===== config.mk =====
export PLATFORM = sky130hd
export DESIGN_NAME = c_source_tokenizer
export DESIGN_NICKNAME = d
export VERILOG_FILES = /design/src/hdl/cst_pkg.sv /design/src/hdl/cst_scanner.sv /design/src/hdl/c_source_tokenizer.sv
export SDC_FILE = /design/constraint.sdc
export NUM_CORES = 2
export LEC_CHECK = 0
export BUFFER_PORTS_ARGS = -buffer_cell sky130_fd_sc_hd__buf_4
export CAP_MARGIN = 15
export CORE_UTILIZATION = 35
export DETAILED_ROUTE_END_ITERATION = 8
export GPL_TIMING_DRIVEN = 0
export PLACE_DENSITY = 0.56
export SYNTH_ARGS = -nofsm -noshare
export SYNTH_HDL_FRONTEND = slang
export SYNTH_SLANG_ARGS = --single-unit

===== constraint.sdc =====
create_clock -name i_clk -period 5.8 [get_ports i_clk]
set_input_delay 0.29 -clock i_clk [delete_from_list [all_inputs] [get_ports i_clk]]
set_output_delay 0.29 -clock i_clk [all_outputs]
set_load 0.02 [all_outputs]

===== src/hdl/cst_pkg.sv =====
// Package with the scanner modes, token kinds, error codes, sizes and character helper functions.
`default_nettype none
package cst_pkg;
    typedef enum logic [4:0] {
        M_IDLE, M_NAME, M_NZERO, M_NHEX, M_NBIN, M_NOCT, M_NDEC, M_NSUF,
        M_DOT1, M_DOT2, M_OP1, M_OPEQ, M_AMP, M_LDIR, M_LCOM, M_BLOCK,
        M_STR, M_STRESC, M_CH0, M_CHX, M_CHQ
    } t_mode;

    localparam logic [3:0] K_NAME = 4'd0;
    localparam logic [3:0] K_DIRECTIVE = 4'd1;
    localparam logic [3:0] K_COMMENT = 4'd2;
    localparam logic [3:0] K_TYPEDEF = 4'd3;
    localparam logic [3:0] K_STRUCT = 4'd4;
    localparam logic [3:0] K_ENUM = 4'd5;
    localparam logic [3:0] K_BRACKET = 4'd6;
    localparam logic [3:0] K_SEPARATOR = 4'd7;
    localparam logic [3:0] K_OPERATOR = 4'd8;
    localparam logic [3:0] K_ACCESS = 4'd9;
    localparam logic [3:0] K_LITERAL = 4'd10;

    localparam logic [1:0] E_NONE = 2'd0;
    localparam logic [1:0] E_UNKNOWN = 2'd1;
    localparam logic [1:0] E_STRING = 2'd2;
    localparam logic [1:0] E_CHAR = 2'd3;

    localparam int WIN = 7;
    localparam int COL_BITS = 16;
    localparam logic [15:0] COL_MAX = 16'hFFFF;

    function automatic logic is_digit(input logic [7:0] b);
        return b >= "0" && b <= "9";
    endfunction
    function automatic logic is_alpha(input logic [7:0] b);
        return (b >= "a" && b <= "z") || (b >= "A" && b <= "Z");
    endfunction
    function automatic logic [7:0] upper(input logic [7:0] b);
        return (b >= "a" && b <= "z") ? b - 8'd32 : b;
    endfunction
    function automatic logic is_suffix(input logic [7:0] b);
        return upper(b) == "L" || upper(b) == "U" || upper(b) == "F";
    endfunction
endpackage
`default_nettype wire


===== src/hdl/cst_scanner.sv =====
// Scanner state and the per-byte transition that produces up to three token results.
`default_nettype none
module cst_scanner #(
    parameter int LINE_BITS = 24,
    parameter int LENGTH_BITS = 16
) (
    input  wire logic i_clk,
    input  wire logic i_rst_n,
    input  wire logic i_step,
    input  wire logic [7:0] i_byte,
    input  wire logic i_eoi,
    output logic [1:0] o_count,
    output logic [3:0] o_kind [3],
    output logic [LINE_BITS-1:0] o_line [3],
    output logic [cst_pkg::COL_BITS-1:0] o_col [3],
    output logic [LENGTH_BITS-1:0] o_len [3],
    output logic [1:0] o_err [3]
);
    import cst_pkg::*;

    localparam logic [LINE_BITS-1:0] LMAX = {LINE_BITS{1'b1}};
    localparam logic [LENGTH_BITS-1:0] NMAX = {LENGTH_BITS{1'b1}};

    t_mode r_mode, n_mode;
    logic [LINE_BITS-1:0] r_line, n_line, r_sline, n_sline;
    logic [COL_BITS-1:0] r_col, n_col, r_scol, n_scol;
    logic [LENGTH_BITS-1:0] r_cnt, n_cnt;
    logic [7:0] r_win [WIN];
    logic [7:0] n_win [WIN];
    logic [7:0] r_prev, n_prev;
    logic r_err, n_err;
    logic [1:0] n_count;
    logic [3:0] n_kind [3];
    logic [LINE_BITS-1:0] n_rline [3];
    logic [COL_BITS-1:0] n_rcol [3];
    logic [LENGTH_BITS-1:0] n_rlen [3];
    logic [1:0] n_rerr [3];

    always_comb begin
        logic take, fl, done, ml;
        logic [7:0] b;
        logic [3:0] nk;
        take = 1'b0;
        fl = 1'b0;
        done = 1'b0;
        ml = 1'b0;
        nk = K_NAME;
        b = i_byte;
        n_mode = r_mode;
        n_line = r_line;
        n_col = r_col;
        n_sline = r_sline;
        n_scol = r_scol;
        n_cnt = r_cnt;
        n_win = r_win;
        n_prev = r_prev;
        n_err = r_err;
        n_count = 2'd0;
        for (int k = 0; k < 3; k++) begin
            n_kind[k] = K_NAME;
            n_rline[k] = '0;
            n_rcol[k] = '0;
            n_rlen[k] = '0;
            n_rerr[k] = E_NONE;
        end
        if (!r_err) begin
            if (i_eoi) begin
                fl = 1'b1;
            end else begin
                case (r_mode)
                    M_IDLE: ;
                    M_NAME: begin
                        if (is_alpha(b) || is_digit(b) || b == "_") begin
                            take = 1'b1;
                            for (int k = 0; k < WIN - 1; k++) n_win[k] = r_win[k+1];
                            n_win[WIN-1] = b;
                        end
                    end
                    M_NZERO: begin
                        if (upper(b) == "X") begin
                            take = 1'b1; n_mode = M_NHEX;
                        end else if (upper(b) == "B") begin
                            take = 1'b1; n_mode = M_NBIN;
                        end else if ((b >= "0" && b <= "7") || b == "'") begin
                            take = 1'b1; n_mode = M_NOCT;
                        end else if (is_suffix(b)) begin
                            take = 1'b1; n_mode = M_NSUF;
                        end
                    end
                    M_NHEX, M_NBIN, M_NOCT, M_NDEC: begin
                        if ((r_mode == M_NHEX && (is_digit(b) || b == "'" ||
                                (upper(b) >= "A" && upper(b) <= "F"))) ||
                            (r_mode == M_NBIN && (b == "0" || b == "1" || b == "'")) ||
                            (r_mode == M_NOCT && ((b >= "0" && b <= "7") || b == "'")) ||
                            (r_mode == M_NDEC && (is_digit(b) || b == "'" || b == ".")))
                            take = 1'b1;
                        else if (is_suffix(b)) begin
                            take = 1'b1; n_mode = M_NSUF;
                        end
                    end
                    M_NSUF: take = is_suffix(b);
                    M_DOT1: if (b == ".") begin
                        take = 1'b1; n_mode = M_DOT2;
                    end
                    M_DOT2: if (b == ".") begin
                        take = 1'b1; done = 1'b1; nk = K_NAME;
                    end
                    M_OP1, M_OPEQ: begin
                        if (r_mode == M_OP1 && b == "=") begin
                            take = 1'b1;
                            if (r_prev == "-" || r_prev == "/") n_mode = M_OPEQ;
                            else begin
                                done = 1'b1; nk = K_OPERATOR;
                            end
                        end else if (r_prev == "-" && b == ">") begin
                            take = 1'b1; done = 1'b1; nk = K_ACCESS;
                        end else if (r_prev == "/" && (b == "/" || b == "*")) begin
                            take = 1'b1;
                            if (b == "/") begin
                                n_mode = M_LCOM; n_prev = 8'h0A;
                            end else begin
                                n_mode = M_BLOCK; n_prev = 8'h00;
                            end
                        end
                    end
                    M_AMP: if (b == r_prev || b == "=") begin
                        take = 1'b1; done = 1'b1; nk = K_OPERATOR;
                    end
                    M_LDIR, M_LCOM: begin
                        ml = 1'b1;
                        if (b == 8'h0A) begin
                            n_line = (r_line < LMAX) ? r_line + 1'b1 : r_line;
                            n_col = '0;
                            if (r_prev == "\\") begin
                                n_cnt = (r_cnt < NMAX) ? r_cnt + 1'b1 : r_cnt;
                                n_prev = 8'h0A;
                            end else begin
                                done = 1'b1;
                                nk = (r_mode == M_LDIR) ? K_DIRECTIVE : K_COMMENT;
                            end
                        end else begin
                            n_cnt = (r_cnt < NMAX) ? r_cnt + 1'b1 : r_cnt;
                            n_prev = b;
                        end
                    end
                    M_BLOCK: begin
                        take = 1'b1;
                        if (r_prev == "*" && b == "/") begin
                            done = 1'b1; nk = K_COMMENT;
                        end else n_prev = b;
                    end
                    M_STR: begin
                        take = 1'b1;
                        if (b == "\"") begin
                            done = 1'b1; nk = K_LITERAL;
                        end else if (b == "\\") n_mode = M_STRESC;
                    end
                    M_STRESC: begin
                        take = 1'b1; n_mode = M_STR;
                    end
                    M_CH0: begin
                        take = 1'b1; n_mode = (b == "\\") ? M_CHX : M_CHQ;
                    end
                    M_CHX: begin
                        take = 1'b1; n_mode = M_CHQ;
                    end
                    M_CHQ: begin
                        if (b == "'") begin
                            take = 1'b1; done = 1'b1; nk = K_LITERAL;
                        end else begin
                            ml = 1'b1;
                            n_count = 2'd1;
                            n_rline[0] = r_line;
                            n_rcol[0] = r_col;
                            n_rerr[0] = E_CHAR;
                            n_err = 1'b1;
                            n_mode = M_IDLE;
                        end
                    end
                    default: n_mode = M_IDLE;
                endcase
                if (take) begin
                    n_cnt = (r_cnt < NMAX) ? r_cnt + 1'b1 : r_cnt;
                    if (b == 8'h0A) begin
                        n_line = (r_line < LMAX) ? r_line + 1'b1 : r_line;
                        n_col = '0;
                    end else if (r_col < COL_MAX) n_col = r_col + 1'b1;
                end
                if (done) begin
                    n_count = 2'd1;
                    n_kind[0] = nk;
                    n_rline[0] = r_sline;
                    n_rcol[0] = r_scol;
                    n_rlen[0] = n_cnt;
                    n_mode = M_IDLE;
                end
                if (!take && !ml) fl = 1'b1;
            end
            if (fl) begin
                case (r_mode)
                    M_IDLE: ;
                    M_NAME: begin
                        n_count = 2'd1;
                        n_kind[0] = K_NAME;
                        if (r_cnt == LENGTH_BITS'(7) && r_win[0] == "t" && r_win[1] == "y" &&
                            r_win[2] == "p" && r_win[3] == "e" && r_win[4] == "d" &&
                            r_win[5] == "e" && r_win[6] == "f") n_kind[0] = K_TYPEDEF;
                        else if (r_cnt == LENGTH_BITS'(6) && r_win[1] == "s" &&
                            r_win[2] == "t" && r_win[3] == "r" && r_win[4] == "u" &&
                            r_win[5] == "c" && r_win[6] == "t") n_kind[0] = K_STRUCT;
                        else if (r_cnt == LENGTH_BITS'(4) && r_win[3] == "e" &&
                            r_win[4] == "n" && r_win[5] == "u" && r_win[6] == "m")
                            n_kind[0] = K_ENUM;
                        else if ((r_cnt == LENGTH_BITS'(4) && r_win[3] == "t" &&
                            r_win[4] == "r" && r_win[5] == "u" && r_win[6] == "e") ||
                            (r_cnt == LENGTH_BITS'(5) && r_win[2] == "f" && r_win[3] == "a" &&
                            r_win[4] == "l" && r_win[5] == "s" && r_win[6] == "e"))
                            n_kind[0] = K_LITERAL;
                    end
                    M_NZERO, M_NHEX, M_NBIN, M_NOCT, M_NDEC, M_NSUF: begin
                        n_count = 2'd1; n_kind[0] = K_LITERAL;
                    end
                    M_DOT1: begin
                        n_count = 2'd1; n_kind[0] = K_ACCESS;
                    end
                    M_DOT2: begin
                        n_count = 2'd2;
                        n_kind[0] = K_ACCESS;
                        n_kind[1] = K_ACCESS;
                    end
                    M_OP1, M_OPEQ, M_AMP: begin
                        n_count = 2'd1; n_kind[0] = K_OPERATOR;
                    end
                    M_LDIR, M_LCOM: begin
                        n_count = 2'd1;
                        n_kind[0] = (r_mode == M_LDIR) ? K_DIRECTIVE : K_COMMENT;
                    end
                    M_BLOCK: begin
                        n_count = 2'd1; n_kind[0] = K_COMMENT;
                    end
                    default: ;
                endcase
                n_rline[0] = r_sline;
                n_rcol[0] = r_scol;
                n_rlen[0] = r_cnt;
                if ((r_mode == M_LDIR || r_mode == M_LCOM) && r_prev == "\\" && r_cnt < NMAX)
                    n_rlen[0] = r_cnt + 1'b1;
                if (r_mode == M_DOT2) begin
                    n_rlen[0] = LENGTH_BITS'(1);
                    n_rlen[1] = LENGTH_BITS'(1);
                    n_rline[1] = r_sline;
                    n_rcol[1] = (r_scol < COL_MAX) ? r_scol + 1'b1 : r_scol;
                end
                if (r_mode == M_STR || r_mode == M_STRESC || r_mode == M_CH0 ||
                    r_mode == M_CHX || r_mode == M_CHQ) begin
                    n_count = 2'd1;
                    n_rline[0] = r_line;
                    n_rcol[0] = r_col;
                    n_rlen[0] = '0;
                    n_rerr[0] = (r_mode == M_STR || r_mode == M_STRESC) ? E_STRING : E_CHAR;
                    n_err = 1'b1;
                end
                n_mode = M_IDLE;
                if (i_eoi) begin
                    if (!n_err) begin
                        n_line = '0;
                        n_col = '0;
                    end
                end else begin
                    n_sline = r_line;
                    n_scol = r_col;
                    if (b == " " || b == 8'h09 || b == 8'h0B || b == 8'h0C || b == 8'h0D) begin
                        if (r_col < COL_MAX) n_col = r_col + 1'b1;
                    end else if (b == 8'h0A) begin
                        n_line = (r_line < LMAX) ? r_line + 1'b1 : r_line;
                        n_col = '0;
                    end else if (is_alpha(b) || b == "_" || is_digit(b) || b == "(" ||
                        b == ")" || b == "[" || b == "]" || b == "{" || b == "}" ||
                        b == ";" || b == "," || b == ":" || b == "?" || b == "." ||
                        b == "=" || b == "+" || b == "-" || b == "*" || b == "/" ||
                        b == "!" || b == "^" || b == ">" || b == "<" || b == "&" ||
                        b == "|" || b == "'" || b == "\"" || b == "#") begin
                        n_cnt = LENGTH_BITS'(1);
                        if (r_col < COL_MAX) n_col = r_col + 1'b1;
                        if (is_alpha(b) || b == "_") begin
                            n_mode = M_NAME;
                            for (int k = 0; k < WIN - 1; k++) n_win[k] = 8'h00;
                            n_win[WIN-1] = b;
                        end else if (is_digit(b)) n_mode = (b == "0") ? M_NZERO : M_NDEC;
                        else if (b == ".") n_mode = M_DOT1;
                        else if (b == "'") n_mode = M_CH0;
                        else if (b == "\"") n_mode = M_STR;
                        else if (b == "#") begin
                            n_mode = M_LDIR; n_prev = 8'h0A;
                        end else if (b == "&" || b == "|") begin
                            n_mode = M_AMP; n_prev = b;
                        end else if (b == "(" || b == ")" || b == "[" || b == "]" ||
                            b == "{" || b == "}" || b == ";" || b == "," || b == ":" ||
                            b == "?") begin
                            n_kind[n_count] = (b == ";" || b == "," || b == ":" || b == "?")
                                ? K_SEPARATOR : K_BRACKET;
                            n_rline[n_count] = r_line;
                            n_rcol[n_count] = r_col;
                            n_rlen[n_count] = LENGTH_BITS'(1);
                            n_count = n_count + 2'd1;
                        end else begin
                            n_mode = M_OP1; n_prev = b;
                        end
                    end else begin
                        n_rline[n_count] = r_line;
                        n_rcol[n_count] = r_col;
                        n_rlen[n_count] = '0;
                        n_kind[n_count] = K_NAME;
                        n_rerr[n_count] = E_UNKNOWN;
                        n_count = n_count + 2'd1;
                        n_err = 1'b1;
                        n_mode = M_IDLE;
                    end
                end
            end
        end
    end

    always_ff @(posedge i_clk) begin
        if (!i_rst_n) begin
            r_mode <= M_IDLE;
            r_line <= '0;
            r_col <= '0;
            r_sline <= '0;
            r_scol <= '0;
            r_cnt <= '0;
            for (int k = 0; k < WIN; k++) r_win[k] <= 8'h00;
            r_prev <= 8'h00;
            r_err <= 1'b0;
        end else if (i_step) begin
            r_mode <= n_mode;
            r_line <= n_line;
            r_col <= n_col;
            r_sline <= n_sline;
            r_scol <= n_scol;
            r_cnt <= n_cnt;
            r_win <= n_win;
            r_prev <= n_prev;
            r_err <= n_err;
        end
    end

    assign o_count = n_count;
    assign o_kind = n_kind;
    assign o_line = n_rline;
    assign o_col = n_rcol;
    assign o_len = n_rlen;
    assign o_err = n_rerr;
endmodule
`default_nettype wire


===== src/hdl/c_source_tokenizer.sv =====
// Top level: input register, byte scanner and result queue with the stream ports.
`default_nettype none
// The tokenizer accepts one source byte per cycle while ready and emits the tokens it
// finishes; each byte's work is a single registered state transition. A byte's results
// pass through the input register and the result queue before they are offered on the
// output, and a byte can produce up to three results, drained one per cycle while the
// receiver is ready from an eight-entry result queue. Input is ready while at most two
// results wait, so that the queue has room for the worst case of the byte in the input
// register and the byte being accepted; ordinary text runs at one byte per cycle while
// the output is taken. After an error result the block drops all input until reset.
module c_source_tokenizer #(
    parameter int LINE_BITS = 24,
    parameter int LENGTH_BITS = 16
) (
    input  wire logic i_clk,
    input  wire logic i_rst_n,
    input  wire logic s_axis_tvalid,
    output logic s_axis_tready,
    input  wire logic [7:0] s_axis_tdata,  // source_byte
    input  wire logic s_axis_tuser,        // end_of_input
    output logic m_axis_tvalid,
    input  wire logic m_axis_tready,
    // token_kind, start_line, start_column, token_length, error_code, zero fill
    output logic [((4+LINE_BITS+16+LENGTH_BITS+2+7)/8)*8-1:0] m_axis_tdata,
    output logic m_axis_tlast              // last_of_run
);
    import cst_pkg::*;

    localparam int RW = 4 + LINE_BITS + COL_BITS + LENGTH_BITS + 2 + 1;
    localparam int TW = ((RW - 1 + 7) / 8) * 8;
    localparam int QD = 8;

    logic r_iv;
    logic [7:0] r_ib;
    logic r_ie;
    logic [1:0] w_count;
    logic [3:0] w_kind [3];
    logic [LINE_BITS-1:0] w_line [3];
    logic [COL_BITS-1:0] w_col [3];
    logic [LENGTH_BITS-1:0] w_len [3];
    logic [1:0] w_err [3];
    logic [RW-1:0] r_q [QD];
    logic [2:0] r_wp, r_rp;
    logic [3:0] r_fill;
    logic w_pop;
    logic [3:0] w_room;

    cst_scanner #(.LINE_BITS(LINE_BITS), .LENGTH_BITS(LENGTH_BITS)) u_scan (
        .i_clk(i_clk), .i_rst_n(i_rst_n), .i_step(r_iv),
        .i_byte(r_ib), .i_eoi(r_ie), .o_count(w_count), .o_kind(w_kind),
        .o_line(w_line), .o_col(w_col), .o_len(w_len), .o_err(w_err)
    );

    // Room must cover the byte held in the input register and the one being taken.
    assign w_room = 4'(QD) - r_fill;
    assign s_axis_tready = (w_room >= 4'd6);
    assign w_pop = m_axis_tvalid && m_axis_tready;
    assign m_axis_tvalid = (r_fill != 4'd0);

    always_ff @(posedge i_clk) begin
        if (!i_rst_n) begin
            r_iv <= 1'b0;
        end else begin
            r_iv <= s_axis_tvalid && s_axis_tready;
        end
        r_ib <= s_axis_tdata;
        r_ie <= s_axis_tuser;
    end

    always_ff @(posedge i_clk) begin
        if (!i_rst_n) begin
            r_wp <= '0;
            r_rp <= '0;
            r_fill <= '0;
        end else begin
            if (r_iv) begin
                for (int k = 0; k < 3; k++) begin
                    if (2'(k) < w_count) begin
                        r_q[3'(r_wp + 3'(k))] <= {(2'(k + 1) == w_count), w_err[k],
                            w_len[k], w_col[k], w_line[k], w_kind[k]};
                    end
                end
                r_wp <= r_wp + 3'(w_count);
            end
            if (w_pop) r_rp <= r_rp + 3'd1;
            r_fill <= r_fill + (r_iv ? 4'(w_count) : 4'd0) - (w_pop ? 4'd1 : 4'd0);
        end
    end

    assign m_axis_tdata = TW'(r_q[r_rp][RW-2:0]);
    assign m_axis_tlast = r_q[r_rp][RW-1];

    a_fill_bound: assert property (@(posedge i_clk) disable iff (!i_rst_n)
        r_fill <= 4'(QD)) else $error("result queue overflow");
    a_no_pop_empty: assert property (@(posedge i_clk) disable iff (!i_rst_n)
        (r_fill == 4'd0) |-> !m_axis_tvalid) else $error("valid with empty queue");
    a_count_bound: assert property (@(posedge i_clk) disable iff (!i_rst_n)
        r_iv |-> (w_count <= 2'd3)) else $error("too many results");
endmodule
`default_nettype wire

# After elaboration in Yosys (flattened, before gate mapping)
# Memory sizes are Yosys's and may differ from the RTL's. A register that Yosys moved wholly into a read port is not among the register bits.
# Cells that the tools add are included.
[word_totals]
ff_bits = 186
mem_bits_rw = 504
elab_cells = 614
n_memories = 1
[classes]
addsub = 13
order_cmp = 19
eq_ne = 105
mux = 314
n_bitwise = 13
n_reduce_logical = 128
[mem_list]
columns = ["memory", "words", "word_bits", "read_ports", "rd_clocked_by_memory_dff", "wr", "line", "source"]
rows = [
  ["r_q", 8, 63, 1, 1, 3, "c_source_tokenizer.sv:42", "logic [RW-1:0] r_q [QD];"],
]
[ops]
columns = ["operator", "count"]
rows = [
  ["$mux W48", 28],
  ["$mux W72", 14],
  ["$mux W16", 42],
  ["$mux W24", 22],
  ["$mux W56", 9],
  ["$eq A8 B7 Y1 const B", 37],
  ["$eq A8 B6 Y1 const B", 25],
  ["$mux W12", 14],
  ["$mux W8", 21],
  ["$mux W5", 27],
  ["$mux W32", 3],
  ["$mux W4", 22],
  ["$bwmux W72", 1],
  ["$logic_or A1 B1 Y1", 67],
  ["$eq A16 B3 Y1 const B", 4],
  ["$mux W2", 30],
  ["$mux W1", 57],
  ["$pmux W5 S10", 1],
  ["$add A16 B1 Y16 const B", 3],
  ["$and A48 B48 Y48", 1],
  ["$bwmux W48", 1],
  ["$demux W24 S2", 1],
  ["$lt A16 B16 Y1 const B", 3],
  ["$not A48 Y48", 1],
  ["other kinds (70)", 158],
]

# Depth between registers and ports, before layout
[depth]
word_depth = 42
depth_mapped = 22
ltp_nobuf = 18

# By module
# From an unflattened synthesis, not the netlist that was laid out.
[unflattened]
cells_unflattened = 5173
area_unflattened_um2 = 43868.3
[modules_own_cells]
columns = ["mod", "n_inst", "cells_each", "area_per_inst_um2", "seq_area_each_um2"]
rows = [
  ["c_source_tokenizer", 1, 3268, 30603.1, 15595.0],
  ["cst_scanner", 1, 1905, 13265.2, 3323.2],
]

# Worst setup path before layout
# Ideal clock, no wire load.
[synth_timing]
path_type = "reg2reg"
from = "register r_ib[6]"
to = "memory r_q[0][0] (netlist bit) (enable)"
setup_time_ns = 0.697
arrival_ns = 4.889
required_time_ns = 5.103
path_slack_ns = 0.215
path_stages_with_launch = 16
synth_period_minus_slack_ns = 5.585
cell_sequence = "dfxtp_1 -> clkbuf_1 -> inv_1 -> ha_1 -> or2_2 -> o31ai_1 -> and4_1 -> clkbuf_1 -> o31a_1 -> buf_2 -> nor3_4 -> a41oi_1 -> or2_2 -> clkbuf_1 -> clkbuf_1 -> nand3_1"
[synth_rtl]
columns = ["item", "line", "source"]
rows = [
  ["start: declaration", "c_source_tokenizer.sv:34", "logic [7:0] r_ib;"],
  ["start signal: assignment", "c_source_tokenizer.sv:66", "r_ib <= s_axis_tdata;"],
  ["end: declaration", "c_source_tokenizer.sv:42", ""],
]

==> results.py <==
metrics = {
    "synth": {
        "synth_most_common_cell": "nand2_1",
        "synthArstFlopShare": 0,
        "synth-seq-cells": 693,
        "yosysTopAreaCell": "edfxtp_1",
        "avgSynthCellArea_um2": 9.42,
        "yosysSeqAreaShare": 0.435,
        "synthTopCellsByCount": "nand2_1 (673), a21oi_1 (480), edfxtp_1 (376)",
        "yosysWarningCount": 0,
        "netlist-cell-type-count": 111,
        "synth_flop_cell": "edfxtp_1",
        "syn-cell-area_um2": 40500,
        "synthTopCellsByArea": "edfxtp_1 (28%), dfxtp_1 (16%), mux4_2 (7.0%)",
        "synth_edf_count": 376,
        "synth_top_area_frac": 0.278,
        "synth_cells": 4305,
    },
    "cts": {
        "cts_tree": "yes",
        "clock-root-buffer": "clkbuf_16",
        "worstSkewPairLatency_ps": 700,
        "path_clk_slew_ps": 60,
        "numCtsBuffers": 82,
        "clkSinkCount": 693,
        "htreeDepth": 3,
        "ctsLongestPathBuffers": 3,
    },
    "setup_path": {
        "slowest_stage": "o311ai_0",
        "crit_type": "reg2reg",
        "critPathMaxStageDelay_ps": 1030,
        "crit_family": "simple AND/OR/NAND/NOR gates",
        "path_buf_inv": 5,
        "end_kind": "flip-flop",
        "rr_endpoint": "r_q[2][13]$_DFFE_PP_",
        "cp-start-kind": "flip-flop",
        "cp.arrival_ps": 6110,
        "reg2reg_from": "u_scan.r_mode[2]$_SDFFE_PN0P_",
        "crit_chain": "clkbuf_1 > or3_1 > o311ai_0 > inv_1 > ha_1 > nand3b_1 > nand2_1 > a31o_2 > buf_2 > nand3_2 > clkbuf_2 > nand3_4 > buf_12",
        "worstPathRequired_ps": 6140,
        "r2r_slack_ps": 30,
        "cp_max_fo": 24,
        "worst-r2r-cell-count": 13,
    },
    "sta": {
        "worst_pin_slew_ps": 1420,
        "rsz0062_at_grt": "false",
        "whs_ps": 274,
        "min_period_over_period": 0.995,
        "final-hold-violation-count": 0,
        "maxSlewViolCount": 0,
        "tns_ps": 0,
        "fmax_mhz": 173,
        "period_minus_slack_ps": 5770,
        "relSlewSlack": 0.0566,
        "skew_ps": 48.3,
        "finalSetupViolations": 0,
        "fin_ws_ps": 31.7,
    },
    "min_path": {
        "holdCritStartpoint": "i_rst_n",
        "hold_path_end": "u_scan.r_prev[1]$_SDFFE_PN0P_",
        "whs_path_depth": 3,
        "min_path_type": "in2reg",
    },
    "routing": {
        "num_vias": 41008,
        "drt-initial-drc-count": 6728,
        "ant_nets": 0,
        "remaining_drc_errors": 0,
        "drt-pass1-iter-count": 9,
        "wl_per_cell_um": 33.1,
        "routed_wl_um": 202000,
        "viasPerCell": 6.72,
    },
    "floorplan": {
        "design.core.area_um2": 115000,
        "io_pins": 80,
        "die_area_um2": 117000,
        "rows": 124,
        "start_util": 0.354,
        "die_w_um": 342,
        "die_h_um": 342,
    },
    "flow_run": {
        "maxCapViolations": 0,
    },
    "status": {
        "status": "completed",
    },
    "power": {
        "power_density_nw_per_um2": 314,
        "p_leak_nw": 15.2,
        "vdd_drop_max_mv": 0.273,
    },
    "placed_design": {
        "port_buffers": 77,
        "hpwl_um": 144000,
        "gp_congestion": 1.03,
        "post-place-ws_ps": -947,
    },
    "global_routing": {
        "gr-usage-all-layers": 0.335,
        "grt_max_degree": 30,
        "overflow": 0,
        "grt_pass1_wl_um": 283000,
        "antenna_found_initial": 7,
        "grt_pass1_vias": 37497,
    },
    "finish": {
        "area_growth_syn_to_layout_pct": 15.5,
        "drive_gt1_frac": 0.147,
        "nNetsFinal": 4561,
    },
}
==> final cells by class <==
cell class	count	area [um^2]
buffer	430	1890
sequential	693	17600
fill	11408	67800
inverter	44	168
tap	1512	1890
antenna	1	2.50
clock inverter	45	513
multi-input combinational	3142	21300
timing repair buffer	129	1240
clock buffer	103	2240
==> cell families after synthesis <==
family | after synthesis | share of synthesized area
compound gates | 1381 | 0.233
xor+xnor | 52 | 0.0112
fa+ha+maj | 26 | 0.00839
buf+inv | 477 | 0.0498
flops | 693 | 0.435
mux | 225 | 0.0964
other cells | 1 | 0.0000925
simple gates | 1450 | 0.166
==> state kept, by name (all words and copies together), names as in the netlist, 4 cells and up, named ones only <==
name	flops
u_scan.r_mode	5
u_scan.r_sline	24
u_scan.r_win	56
u_scan.r_prev	8
u_scan.r_line	24
u_scan.r_col	16
u_scan.r_cnt	16
r_fill	4
r_q	504
r_ib	8
u_scan.r_scol	16
==> report_power, final <==
group	switching, mW	internal (mW)	total [mW]
clock network	2.26	3.16	5.42
registers	0.0929	5.27	5.37
logic	2.60	1.34	3.93
==> layout by cell type (no fill, tap or decap), types with 25 or more instances in the layout <==
master     netlist  routed
a21oi_1        480     479
mux2i_1         35      35
and3_1          39      39
nand3_1        173     164
nor2_1         237     236
buf_4           19     110
dfxtp_1        317     316
clkbuf_1       307     288
o22ai_1         28      28
nor4_1          38      36
clkbuf_16        0      84
a22o_1          50      50
a2bb2oi_1       58      58
mux2_2          64      64
o211ai_1        29      29
o21ai_0        158     158
clkbuf_2         0      26
inv_1           39      39
o221ai_1       101     101
a31oi_1         32      31
edfxtp_1       376     376
xnor2_1         38      38
mux4_2         126     126
or3_1           27      27
buf_2           75      76
nor3_1          67      61
a221oi_1       129     128
o21ai_1         25      25
nand2_1        673     673
a22oi_1         85      85
nand4_1         33      33
==> repair_timing <==
action / in CTS / in global routing
setup endpoints to repair: 577 / 658
cloned: 5 / 1
hold buffers: 10 / 0
pin swaps: 4 / 3
hold endpoints to repair: 10 / 0
buffers inserted: 3 / 6
gates resized for setup: 28 / 48
==> per-layer routing <==
metal | up-vias | track usage | share of wire
li1 | 17007 | - | -
met1 | 20037 | 0.451 | 0.39
met2 | 3242 | 0.488 | 0.42
met3 | 714 | 0.0955 | 0.13
met4 | 8 | 0.166 | 0.062
met5 | - | 0 | 0.00026
==> worst max path at each step <==
stage                             startpoint                   end  slack (ps)  cells after the start
4_1_cts                      r_ib[6]$_DFF_P_  r_q[5][24]$_DFFE_PP_           2                     18
6_report       u_scan.r_mode[2]$_SDFFE_PN0P_  r_q[2][13]$_DFFE_PP_          30                     13
3_5_place_dp                 r_ib[6]$_DFF_P_  r_q[0][13]$_DFFE_PP_        -950                     17
2_1_floorplan                r_ib[6]$_DFF_P_   r_q[0][0]$_DFFE_PP_         210                     15
5_1_grt                      r_ib[3]$_DFF_P_  r_q[3][38]$_DFFE_PP_           7                     15
3_3_place_gp   u_scan.r_mode[3]$_SDFFE_PN0P_  r_q[0][13]$_DFFE_PP_       -4340                     13
==> worst min-delay path: cells and delay by family <==
family | cells | cell delay, ps
AOI/OAI and AO/OA | 1 | 130
buffers and inverters | 1 | 140
and+or+nand+nor | 1 | 320
==> metrics by stage <==
stage | utilization | cells | instance area, um^2 | total power, mW
final | 0.409 | 6099 | 46800 | 14.7
after global routing | 0.408 | 6098 | 46800 | 15.1
after CTS | 0.406 | 6085 | 46600 | 14.6
after detailed placement | 0.380 | 5921 | 43600 | 9.23
after global placement | 0.375 | 5895 | 43000 | 9.19
after floorplan | - | 4306 | 40500 | 7.76
Power figures use the tool's default switching activity.
